File: src/design/dad_pkg.sv
// dad_pkg: shared types, constants and calendar functions for the date adder
// depends on nothing; used by dad_ctrl, dad_datapath and date_add_days
package dad_pkg;

	typedef enum logic [2:0] {
		ST_IDLE,
		ST_REDUCE,
		ST_CLAMP,
		ST_WALK,
		ST_DONE
	} state_t;

	localparam logic [15:0] YEAR_MOD = 16'd400;
	localparam logic [8:0] YEAR_CYCLE_LAST = 9'd399;
	localparam logic [2:0] RED_TOP = 3'd7;

	localparam logic [3:0] MONTH_JAN = 4'd1;
	localparam logic [3:0] MONTH_FEB = 4'd2;
	localparam logic [3:0] MONTH_DEC = 4'd12;

	localparam logic [4:0] LEN_LONG = 5'd31;
	localparam logic [4:0] LEN_SHORT = 5'd30;
	localparam logic [4:0] LEN_FEB = 5'd28;
	localparam logic [4:0] LEN_FEB_LEAP = 5'd29;

	typedef struct packed {
		logic load;
		logic reduce;
		logic clamp;
		logic walk;
		logic [2:0] shift;
	} ctrl_t;

	typedef struct packed {
		logic walk_end;
	} stat_t;

	// leap rule on the year taken modulo 400
	function automatic logic leap_of(input logic [8:0] ymod);
		logic century;
		century = (ymod == 9'd100) || (ymod == 9'd200) || (ymod == 9'd300);
		return (ymod[1:0] == 2'b00) && !century;
	endfunction

	function automatic logic [4:0] month_len(input logic [3:0] m, input logic leap);
		logic [4:0] len;
		case (m) inside
			4'd4, 4'd6, 4'd9, 4'd11: len = LEN_SHORT;
			MONTH_FEB: len = leap ? LEN_FEB_LEAP : LEN_FEB;
			default: len = LEN_LONG;
		endcase
		return len;
	endfunction

endpackage

File: src/design/dad_sub.sv
// dad_sub: the shared 16-bit subtract and compare unit
// used by dad_datapath for year reduction and for the month walk
module dad_sub (
	input  logic [15:0] a,
	input  logic [15:0] b,
	output logic [15:0] diff,
	output logic        borrow
);
	logic [16:0] full;

	assign full = {1'b0, a} - {1'b0, b};
	assign diff = full[15:0];
	assign borrow = full[16];

endmodule

File: src/design/dad_ctrl.sv
// dad_ctrl: sequencer for the date adder
// depends on dad_pkg; drives dad_datapath through a ctrl_t word
module dad_ctrl (
	input  logic           clk,
	input  logic           arst_n,
	input  logic           start,
	input  dad_pkg::stat_t stat,
	output dad_pkg::ctrl_t ctl,
	output logic           busy,
	output logic           done
);
	import dad_pkg::*;

	state_t state_q, state_nxt;
	logic [2:0] shift_q;

	always_ff @(posedge clk or negedge arst_n) begin
		if (!arst_n) begin
			state_q <= ST_IDLE;
			shift_q <= 3'd0;
		end else begin
			state_q <= state_nxt;
			if (ctl.load) begin
				shift_q <= RED_TOP;
			end else if (ctl.reduce) begin
				shift_q <= shift_q - 3'd1;
			end
		end
	end

	always_comb begin
		state_nxt = state_q;
		case (state_q)
			ST_IDLE: begin
				if (start) begin
					state_nxt = ST_REDUCE;
				end
			end
			ST_REDUCE: begin
				if (shift_q == 3'd0) begin
					state_nxt = ST_CLAMP;
				end
			end
			ST_CLAMP: state_nxt = ST_WALK;
			ST_WALK: begin
				if (stat.walk_end) begin
					state_nxt = ST_DONE;
				end
			end
			ST_DONE: state_nxt = ST_IDLE;
			default: state_nxt = ST_IDLE;
		endcase
	end

	always_comb begin
		ctl.load = (state_q == ST_IDLE) && start;
		ctl.reduce = (state_q == ST_REDUCE);
		ctl.clamp = (state_q == ST_CLAMP);
		ctl.walk = (state_q == ST_WALK);
		ctl.shift = shift_q;
		busy = (state_q != ST_IDLE);
		done = (state_q == ST_DONE);
	end

endmodule

File: src/design/dad_datapath.sv
// dad_datapath: date registers, year-mod-400 tracker and month length logic
// depends on dad_pkg and dad_sub
module dad_datapath (
	input  logic           clk,
	input  dad_pkg::ctrl_t ctl,
	input  logic [3:0]     month_in,
	input  logic [4:0]     day_in,
	input  logic [15:0]    year_in,
	input  logic [15:0]    days_to_add,
	output dad_pkg::stat_t stat,
	output logic [3:0]     month_out,
	output logic [4:0]     day_out,
	output logic [15:0]    year_out,
	output logic           year_overflow
);
	import dad_pkg::*;

	logic [3:0]  month_q;
	logic [4:0]  day_q;
	logic [15:0] year_q;
	logic [15:0] left_q;
	logic [15:0] yrem_q;
	logic        ovf_q;

	logic        leap;
	logic [4:0]  len;
	logic [4:0]  rest;
	logic [15:0] sub_a, sub_b, diff;
	logic        borrow;

	assign leap = leap_of(yrem_q[8:0]);
	assign len = month_len(month_q, leap);
	assign rest = len - day_q;
	assign sub_a = ctl.reduce ? yrem_q : left_q;
	assign sub_b = ctl.reduce ? (YEAR_MOD << ctl.shift) : ({11'd0, rest} + 16'd1);

	dad_sub u_sub (
		.a(sub_a),
		.b(sub_b),
		.diff(diff),
		.borrow(borrow)
	);

	assign stat.walk_end = (left_q == 16'd0);

	always_ff @(posedge clk) begin
		if (ctl.load) begin
			if (month_in == 4'd0) begin
				month_q <= MONTH_JAN;
			end else if (month_in > MONTH_DEC) begin
				month_q <= MONTH_DEC;
			end else begin
				month_q <= month_in;
			end
			day_q <= (day_in == 5'd0) ? 5'd1 : day_in;
			year_q <= year_in;
			yrem_q <= year_in;
			left_q <= days_to_add;
			ovf_q <= 1'b0;
		end else if (ctl.reduce) begin
			if (!borrow) begin
				yrem_q <= diff;
			end
		end else if (ctl.clamp) begin
			if (day_q > len) begin
				day_q <= len;
			end
		end else if (ctl.walk && !stat.walk_end) begin
			if (borrow) begin
				day_q <= day_q + left_q[4:0];
				left_q <= 16'd0;
			end else begin
				// finish this month and move to the first of the next
				left_q <= diff;
				day_q <= 5'd1;
				if (month_q == MONTH_DEC) begin
					month_q <= MONTH_JAN;
					if (year_q == 16'hFFFF) begin
						year_q <= 16'd0;
						yrem_q <= 16'd0;
						ovf_q <= 1'b1;
					end else begin
						year_q <= year_q + 16'd1;
						yrem_q <= (yrem_q[8:0] == YEAR_CYCLE_LAST) ? 16'd0 : yrem_q + 16'd1;
					end
				end else begin
					month_q <= month_q + 4'd1;
				end
			end
		end
	end

	assign month_out = month_q;
	assign day_out = day_q;
	assign year_out = year_q;
	assign year_overflow = ovf_q;

endmodule

File: src/design/date_add_days.sv
// date_add_days: top level of the Gregorian date adder
// depends on dad_pkg, dad_ctrl, dad_datapath (which holds dad_sub)
//
// channel  ports                                          handshake
// command  month_in, day_in, year_in, days_to_add         start high while busy low
// result   month_out, day_out, year_out, year_overflow    done high for one cycle
//
// busy is high from the accepting edge until the sequencer is back in idle, done in the last of those cycles
// the walk takes one step per month end crossed (up to about 2160), plus one when the word ends inside a month
// year reduction on the shared subtractor, then the clamp, then one walk step per cycle
// a new word is taken the cycle after done at the earliest
// arst_n clears the sequencer only; the result is taken in the done cycle, no stall
module date_add_days (
	input  logic        clk,
	input  logic        arst_n,
	input  logic        start,
	output logic        busy,
	output logic        done,
	input  logic [3:0]  month_in,
	input  logic [4:0]  day_in,
	input  logic [15:0] year_in,
	input  logic [15:0] days_to_add,
	output logic [3:0]  month_out,
	output logic [4:0]  day_out,
	output logic [15:0] year_out,
	output logic        year_overflow
);
	import dad_pkg::*;

	ctrl_t ctl;
	stat_t stat;

	dad_ctrl u_ctrl (
		.clk(clk),
		.arst_n(arst_n),
		.start(start),
		.stat(stat),
		.ctl(ctl),
		.busy(busy),
		.done(done)
	);

	dad_datapath u_dp (
		.clk(clk),
		.ctl(ctl),
		.month_in(month_in),
		.day_in(day_in),
		.year_in(year_in),
		.days_to_add(days_to_add),
		.stat(stat),
		.month_out(month_out),
		.day_out(day_out),
		.year_out(year_out),
		.year_overflow(year_overflow)
	);

endmodule

File: config.mk
export PLATFORM = sky130hd
export DESIGN_NAME = date_add_days
export DESIGN_NICKNAME = d
export VERILOG_FILES = /design/src/design/dad_pkg.sv /design/src/design/dad_sub.sv /design/src/design/dad_ctrl.sv /design/src/design/dad_datapath.sv /design/src/design/date_add_days.sv
export SDC_FILE = /design/constraint.sdc
export NUM_CORES = 1
export LEC_CHECK = 0
export ABC_AREA = 1
export BUFFER_PORTS_ARGS = -buffer_cell sky130_fd_sc_hd__clkbuf_2
export CAP_MARGIN = 20
export CORE_UTILIZATION = 45
export DETAILED_ROUTE_END_ITERATION = 10
export RECOVER_POWER = 100
export REMOVE_ABC_BUFFERS = 1
export SYNTH_ARGS = -nofsm -noshare
export SYNTH_HDL_FRONTEND = slang
export SYNTH_HIERARCHICAL = 1
export SYNTH_SLANG_ARGS = --single-unit
File: constraint.sdc
create_clock -name clk -period 6.2 [get_ports clk]
set_input_delay 0.31 -clock clk [delete_from_list [all_inputs] [get_ports clk]]
set_output_delay 0.31 -clock clk [all_outputs]
set_load 0.01 [all_outputs]
After elaboration in Yosys (flattened, before gate mapping)
Cells that the tools add are included.
{"block": "word_totals", "regBits": 64, "inputBits": 44}
{"block": "classes", "addsub": 8, "order_cmp": 2, "eq_ne": 23, "n_shift": 1, "mux": 47, "bitwise_logic": 3, "reduce_logical": 28}
{"op": "$mux W16", "n": 23}
{"op": "$mux W5", "n": 9}
{"op": "$add A16 B1 Y16 const B", "n": 2}
{"op": "$mux W4", "n": 8}
{"op": "$eq A9 B9 Y1 const B", "n": 2}
{"op": "$sub A16 B16 Y17", "n": 1}
{"op": "$eq A16 B16 Y1 const B", "n": 1}
{"op": "$logic_not A16 Y1", "n": 1}
{"op": "$shl A9 B3 Y16 const A", "n": 1}
{"op": "$mux W3", "n": 5}
{"op": "$eq A4 B4 Y1 const B", "n": 3}
{"op": "$pmux W3 S4", "n": 1}
{"op": "$reduce_bool A3 Y1", "n": 4}
{"op": "$ne A2 B2 Y1 const B", "n": 5}
{"op": "$eq A9 B7 Y1 const B", "n": 1}
{"op": "$eq A9 B8 Y1 const B", "n": 1}
{"op": "$reduce_and A3 Y1", "n": 3}
{"op": "$eq A4 B3 Y1 const B", "n": 2}
{"op": "$reduce_and A4 Y1", "n": 2}
{"op": "$add A5 B1 Y6 const B", "n": 1}
{"op": "$eq A3 B2 Y1 const B", "n": 2}
{"op": "$logic_not A3 Y1", "n": 2}
{"op": "$ne A3 B1 Y1 const B", "n": 2}
{"op": "$reduce_and A6 Y1", "n": 1}
{"op": "21 further kinds", "n": 29}

Logic depth before layout (Yosys ltp)
Gate-level depths: netlist (run 1).
{"block": "logic_depth", "depth_word": 17, "depth_mapped": 33}

Cells and area by module
Netlist (run 1), hierarchy kept.
{"module": "dad_datapath", "instances": 1, "cells_each": 566, "area_each_um2": 4294.1, "seq_area_each_um2": 1731.7}
{"module": "dad_sub", "instances": 1, "cells_each": 204, "area_each_um2": 1027.2, "seq_area_each_um2": 0.0}
{"module": "dad_ctrl", "instances": 1, "cells_each": 51, "area_each_um2": 372.9, "seq_area_each_um2": 150.1}

Least setup slack after synthesis (run 1)
No wires, ideal clock.
{"block": "synth_path", "path_type": "register to register", "start": "reg u_dp.month_q[0] (netlist: u_dp/month_out[0])", "end": "reg u_dp.year_q[0] (netlist: u_dp/year_out[0]), enable pin", "setup_time_ps": 411, "arrival_ps": 4594, "required_ps": 5789, "slack_ps": 1194, "path_stages_with_launch": 23, "period_less_slack_ps": 5006, "cell_sequence": "edfxtp_1 > inv_1 > ha_1 > o21ai_0 > nand2_1 > o21ai_0 > nand2_1 > ha_1 > fa_1 > xor2_1 > nor3_1 > o21ai_0 > a21oi_1 > inv_1 > ha_1 > or2_1 > and2_4 > nand2_2 > nand2_2 > a21oi_1 > nor3_1 > nand3_1 > o21ai_0"}
{"block": "synth_between", "elab_chain_len": 9, "elab_cells_between_ends": 16, "cone_classes": "add/sub: 3; eq/ne: 7; mux: 3; reduce/logical: 3"}
{"item": "from (decl)", "line_no": "dad_datapath.sv:18", "text": "logic [3:0] month_q;"}
{"item": "from (signal assigned)", "line_no": "dad_datapath.sv:53", "text": "month_q <= month_in;"}
{"item": "from (signal assigned)", "line_no": "dad_datapath.sv:87", "text": "month_q <= month_q + 4'd1;"}
{"item": "$eq A4 B4 Y1 (tied with other cells)", "line_no": "dad_datapath.sv:32", "text": "assign len = month_len(month_q, leap);"}
{"item": "$reduce_or A4 Y1 or $mux W5 (tied branches)", "line_no": "dad_pkg.sv:47", "text": "case (m) inside"}
{"item": "$mux W5 (*)", "line_no": "dad_pkg.sv:47"}
{"item": "$sub A5 B5 Y5 (*)", "line_no": "dad_datapath.sv:33", "text": "assign rest = len - day_q;"}
{"item": "$add A5 B1 Y6 (*)", "line_no": "dad_datapath.sv:35", "text": "assign sub_b = ctl.reduce ? (YEAR_MOD << ctl.shift) : ({11'd0, rest} + 16'd1);"}
{"item": "$mux W16 (*)", "line_no": "dad_datapath.sv:35"}
{"item": "net u_dp.sub_b[3]", "line_no": "dad_datapath.sv:28", "text": "logic [15:0] sub_a, sub_b, diff;"}
{"item": "$sub A16 B16 Y17 (*)", "line_no": "dad_sub.sv:11", "text": "assign full = {1'b0, a} - {1'b0, b};"}
{"item": "net u_dp.borrow", "line_no": "dad_datapath.sv:29", "text": "logic borrow;"}
{"item": "$ne A2 B2 Y1 (no source line) (*)"}
{"item": "$reduce_and A5 Y1 (no source line) (*)"}
{"item": "to (signal assigned)", "line_no": "dad_datapath.sv:56", "text": "year_q <= year_in;"}
{"item": "to (signal assigned)", "line_no": "dad_datapath.sv:83", "text": "year_q <= year_q + 16'd1;"}
{"item": "to (decl)", "line_no": "dad_datapath.sv:20", "text": "logic [15:0] year_q;"}
Mark *: on every way through the listed nets, which the timed path passes. The rest lies on a longest branch.
A chain may end at the register's enable or synchronous reset.

Final worst setup path (run 1)
{"block": "layout_path", "start": "reg u_dp.month_q[0] (netlist: u_dp/month_out[0])", "end": "reg u_dp.yrem_q[9], enable pin"}
{"block": "layout_between", "elab_chain_len": 9, "elab_cells_between_ends": 16, "cone_classes": "add/sub: 3; eq/ne: 7; mux: 3; reduce/logical: 3"}
{"item": "$eq A4 B4 Y1 (tied with other cells)", "line_no": "dad_datapath.sv:32"}
{"item": "$reduce_or A4 Y1 or $mux W5 (tied branches)", "line_no": "dad_pkg.sv:47"}
{"item": "$mux W5 (*)", "line_no": "dad_pkg.sv:47"}
{"item": "$sub A5 B5 Y5 (*)", "line_no": "dad_datapath.sv:33"}
{"item": "$add A5 B1 Y6 (*)", "line_no": "dad_datapath.sv:35"}
{"item": "$mux W16 (*)", "line_no": "dad_datapath.sv:35"}
{"item": "net u_dp.sub_b[3]", "line_no": "dad_datapath.sv:28"}
{"item": "$sub A16 B16 Y17 (*)", "line_no": "dad_sub.sv:11"}
{"item": "net u_dp.borrow", "line_no": "dad_datapath.sv:29"}
{"item": "$ne A2 B2 Y1 (no source line) (*)"}
{"item": "$reduce_and A4 Y1 (no source line) (*)"}
{"item": "to (signal assigned)", "line_no": "dad_datapath.sv:57", "text": "yrem_q <= year_in;"}
{"item": "to (signal assigned)", "line_no": "dad_datapath.sv:62", "text": "yrem_q <= diff;"}
{"item": "to (decl)", "line_no": "dad_datapath.sv:22", "text": "logic [15:0] yrem_q;"}
Marked as above.

==> results.cfg, run 1 <==
[critical_path]
crit_fanout = 16
critPathSlowestCell = edfxtp_1
startpoint_type = flip-flop
crit_path_end_kind = flip-flop
r2r_start = u_dp/month_out[0]
slowest_delay_ns = 0.43
cp.required_ns = 6.27
path_class = reg -> reg
reg2reg_slack_ns = 1.26
crit_family = simple AND/OR/NAND/NOR gates
path_buf_inv = 6
ff2ff_path_depth = 25
cp.arrival_ns = 5.01
rr_endpoint = u_dp/yrem_q[9]
crit_path_frequent_cell = inv_1

[global_route]
grt_start_max_net_pins = 34
antenna_found_initial = 0
grt_pass1_vias = 5291
track_usage = 0.2544
grt_pass1_wl_um = 25680
gr-total-overflow = 0

[floorplan]
coreArea_um2 = 12160
dieArea_um2 = 13110
ioPinCount = 72
dieWidth_um = 114.5
start_util = 0.4682
die_h_um = 114.5
fp-row-count = 40

[clock_tree]
cts.sinks = 64
clockBufferDepth = 2
cts_setup_buffers = 0
cts_tree = done
clk_latency_ns = 0.33
cts_resized = 0
htree_num_levels = 3
cts_root_buffer = clkbuf_16
cts_made_buffers = 9
ctsHoldBuffers = 1
clk_pin_slew_ns = 0.06

[min_path]
min_to = u_dp/left_q[11]
min_from = days_to_add[11]
hold_depth = 3
hp-class = in -> reg

[placed_design]
dpl.hpwl_um = 12900
place.gp.congestion = 0.9571
dp_cells = 1047
dpl_cell_area_um2 = 6213
portBuffers = 71

[sta]
rsz0062_at_grt = no
hold_viol_final = 0
period_share = 0.7969
fmax_ghz = 0.2024
timing.hold.ws_ns = 0.2708
tightest_slew_ns = 1.426
setup_viol = 0
min_period_ns = 4.941
fin_setup_tns_ns = 0
slew-limit-headroom = 0.04950
drv_slew = 0
clock_skew_ns = 0.009326

[routing]
vias = 5573
antenna_left = 0
drt_first_pass_iters = 7
post_drt_via_cell_ratio = 5.238
drt_iter0_drc = 401
routedWlPerCell_um = 15.25
route.detailed.drc = 0
wl_um = 16230

[logic_synthesis]
synthArstFlopShare = 0.09375
yosysSeqAreaShare = 0.3305
synth_edf_count = 57
synth.top_cell.area_share = 0.3006
synth_cell_types = 42
yosys_warnings = 6
synth.largest_area_cell = edfxtp_1
synth.ff_latch_count = 64
syn_avg_cell_area_um2 = 6.936
postSynthCellCount = 821
synth_area_leaders = edfxtp_1, nand2_1, inv_1
synth_area_um2 = 5694
synthFlopType = edfxtp_1

[outcome]
status = finished, final reports clean

[finish]
final_cell_mix = nand2_1, inv_1, nor2_1, o21ai_0, edfxtp_1
multi_input_area_um2 = 3182
fin_area_um2 = 6474
fillers = 1265
drive_gt1_frac = 0.07813
final_common_cell = nand2_1
diodes = 0
areaGrowthSynthToFinish_pct = 13.69
final_nets = 974
seqCellArea_um2 = 1882
layout.cells.non_filler = 1064

[power_and_ir_drop]
power_uw = 1028
cellPowerDensity_nw_per_um2 = 158.7
leakage_uw = 0.003149
ir_worst_vdd_uv = 139.5

[flow_run]
cap_violations = 0
[flip-flops by register name, indices dropped and copies added (netlist names)]
name,flops
u_dp/day_out,5
u_dp/yrem_q,16
u_dp/year_overflow,1
u_dp/left_q,16
u_dp/year_out,16
u_dp/month_out,4
u_ctrl/shift_q,3
u_ctrl/state_q,3
[cells in the mapped netlist, drive strengths merged, types with 5 or more instances]
master  instances
nand4          11
nand2         238
inv           141
xnor2          11
o21ai          76
nand3b          5
nand3          54
dfrtp           6
clkbuf          8
edfxtp         57
nor2           78
ha             36
xor2           20
a21oi          18
nor3           13
buf             9
o21bai         17
[final cells by class]
class	instances	share of cell area
multi-input combinational	598	0.4915
sequential	64	0.2907
timing repair buffer	76	0.05431
clock inverter	4	0.01063
clock buffer	12	0.03807
tap	168	0.03247
inverter	142	0.08233
[metal layers]
layer / vias up / track usage / share of wire
li1: 2776 / - / -
met1: 2569 / 0.3173 / 0.44
met2: 192 / 0.4372 / 0.48
met3: 36 / 0.04659 / 0.057
met4: 0 / 0.09524 / 0.028
met5: - / 0 / 0
[worst register-to-register path: stages, from the launching register on]
cell,delay [ns]
edfxtp_1,0.43
inv_1,0.10
ha_1,0.21
nand3_1,0.17
inv_1,0.13
nand2_1,0.10
nand2_1,0.09
ha_1,0.23
fa_1,0.41
xor2_1,0.20
nor3_1,0.28
o21ai_0,0.13
a21oi_1,0.17
inv_1,0.06
ha_1,0.31
or2_0,0.25
and2_0,0.24
nand2_2,0.09
nand2_1,0.08
a21oi_1,0.25
inv_1,0.14
nor2_1,0.15
inv_1,0.10
o31ai_1,0.08
nor2_1,0.08
buf_4,0.21
[power by group]
group          internal [uW]  switching (uW)
clock network            361             186
logic                   10.4            6.85
registers                463               0
[metrics by stage]
stage / util / setup slack [ns]
detailed placement: 0.5109 / 1.391
CTS: 0.5377 / 1.359
finish: 0.5323 / 1.259
global route: 0.5323 / 0.7615
global placement: 0.5109 / 1.574
floorplan: - / 1.175
[cells by family after synthesis]
kind of cell	Yosys count	share of synthesized area
DFF	64	0.3305
and+or+nand+nor	402	0.2997
buffers and inverters	159	0.1079
adders and majority gates	39	0.08965
AOI/OAI and AO/OA	126	0.1246
xor gates and xnor gates	31	0.04768
[worst max-delay path by stage]
stage                           start           endpoint  slack, ns  cells after the start
detailed placement  u_dp/month_out[0]    u_dp/yrem_q[15]       1.39                     25
finish              u_dp/month_out[0]     u_dp/yrem_q[9]       1.26                     25
floorplan           u_dp/month_out[0]   u_dp/year_out[0]       1.17                     22
CTS                 u_dp/month_out[0]    u_dp/yrem_q[13]       1.36                     25
global placement    u_dp/month_out[0]    u_dp/yrem_q[12]       1.57                     25
global route        u_ctrl/state_q[2]  u_dp/year_out[10]       0.76                     19
Note: power is estimated with default switching activity, not from simulation.
==> inputs of run 2 (changes only) <==
Settings changed: PLACE_DENSITY set to 0.67.
Clock period 6.2 ns to 4 ns, I/O delays scaled along.
==> run 2 against run 1 <==
  * The flow now finishes with violations (setup timing)
  * Setup slack got worse by 1.6 ns
  * Die area unchanged
  * First-iteration DRC count increased by 60%
  * Critical path depth increased by 1
  * Combinational power increased by 56%
  * Critical path type unchanged
  * Largest cell class unchanged
==> results.cfg, run 2 (synthesis gave the netlist of run 1 again) <==
[outcome]
status = finished with violations
violations = setup timing

[critical_path]
path_class = reg -> reg
cp.required_ns = 4.07
crit_fanout = 7
startpoint_type = flip-flop
slowest_delay_ns = 0.50
cp.arrival_ns = 4.37
reg2reg_slack_ns = -0.29
crit_path_end_kind = flip-flop
crit_path_frequent_cell = nand2_1
critPathSlowestCell = edfxtp_1

[power_and_ir_drop]
comb_power_share = 0.017
netSwitchingFraction = 0.1963
p_clk_frac = 0.532
cellPowerDensity_nw_per_um2 = 198.7
seq_power_share = 0.451
p_int_uw = 1279
switching_power_uw = 312.5
ir_worst_vdd_uv = 292.3
leakage_uw = 0.003846

[sta]
period_share = 1.074
timing.hold.ws_ns = 0.1436
rsz0062_at_grt = yes
hold_viol_final = 0
tightest_slew_ns = 0.7162
drv_slew = 0
slew-limit-headroom = 0.5220
clock_skew_ns = 0.007155
min_period_ns = 4.294
setup_viol = 69
fmax_ghz = 0.2329
fin_setup_tns_ns = -15.38
setup_slack_ns = -0.2942

[clock_tree]
clk_pin_slew_ns = 0.06
clockBufferDepth = 2
cts_made_buffers = 9
cts_root_buffer = clkbuf_16
cts.sinks = 64
cts_tree = done
htree_num_levels = 3
clk_latency_ns = 0.34

[global_route]
antenna_found_initial = 0
gr-total-overflow = 0
grt_start_max_net_pins = 31
grt_pass1_vias = 5511
grt_pass1_wl_um = 27530
track_usage = 0.2785

[finish]
final_cell_mix = nand2_1, inv_1, buf_4, nor2_1, edfxtp_1
final_util = 0.6588
fillers = 1038
multi_input_area_um2 = 3709
final_nets = 1087
seqCellArea_um2 = 1882
diodes = 0
drive_gt1_frac = 0.3043
final_common_cell = nand2_1
areaGrowthSynthToFinish_pct = 40.72

[routing]
route.detailed.drc = 0
antenna_left = 0
drt_first_pass_iters = 5
wl_um = 19140
vias = 6185
routedWlPerCell_um = 16.26
drt_iter0_drc = 642
post_drt_via_cell_ratio = 5.255

[placed_design]
portBuffers = 71
dpl.hpwl_um = 12630
place.gp.congestion = 0.9120

[flow_run]
cap_violations = 0

[floorplan]
fp-row-count = 40
dieArea_um2 = 13110
ioPinCount = 72
start_util = 0.4682
dieWidth_um = 114.5
die_h_um = 114.5
coreArea_um2 = 12160

[min_path]
hp-class = in -> reg
run 2: cell type report:
type | instances | share of cell area
Clock buffer | 11 | 0.02904
Clock inverter | 5 | 0.01015
Inverter | 142 | 0.06715
Multi-Input combinational cell | 598 | 0.4628
Sequential cell | 64 | 0.2349
Tap cell | 168 | 0.02623
Timing Repair Buffer | 189 | 0.1697
run 2: critical path: cells and delay by family (launching register included):
family / cells / cell delay [ns]
compound gates: 4 / 0.45
xor+xnor: 1 / 0.18
fa+ha+maj: 3 / 0.78
buf+inv: 5 / 0.61
flops: 1 / 0.50
simple gates: 13 / 1.48
run 2: repair_timing:
item | 4_1_cts | 5_1_grt
pin swaps | 28 | 68
hold buffers | 1 | 0
setup buffers | 65 | 21
endpoints found under the hold margin | 6 | 0
gates resized for setup | 64 | 124
gates cloned | 1 | 2
setup endpoints to repair | 70 | 71
run 2: stage by stage:
step	instance area [um2]	setup slack, ns	cells	total power, uW
after global routing	8013	-0.4315	1177	1632
after detailed placement	6671	-0.5176	1103	757.4
after global placement	6671	-0.4126	1103	757.1
after CTS	7517	-0.2245	1161	1597
after floorplan	5613	-1.025	804	733.6
final	8013	-0.2942	1177	1592
run 2: power groups by stage:
| stage | clock, uW | combinational [uW] | sequential [uW] |
|---|---|---|---|
| 4_1_cts | 853 | 26.9 | 718 |
| 3_5_place_dp | 0 | 26.0 | 731 |
| 2_1_floorplan | 0 | 2.13 | 731 |
| 3_3_place_gp | 0 | 25.6 | 731 |
| 6_report | 847 | 26.8 | 718 |
| 5_1_grt | 886 | 29.1 | 717 |
run 2: path summary, 6_finish.rpt:
kind | from | endpoint | cells past startpoint
worst max-delay path | u_dp/yrem_q[7] | u_dp/left_q[6] | 26
max in group asynchronous | arst_n | u_ctrl/state_q[2] | 2
worst max register to register | u_dp/yrem_q[7] | u_dp/left_q[6] | 26
worst min-delay path | days_to_add[13] | u_dp/left_q[13] | 3
worst min register to register | u_dp/year_overflow | u_dp/year_overflow | 2
min in group asynchronous | arst_n | u_ctrl/state_q[1] | 2
run 2: metal layers:
layer	wire (um)	track usage
met3	1526	0.05453
met4	670	0.09264
met1	7907	0.3655
met2	9031	0.4598
met5	0	0
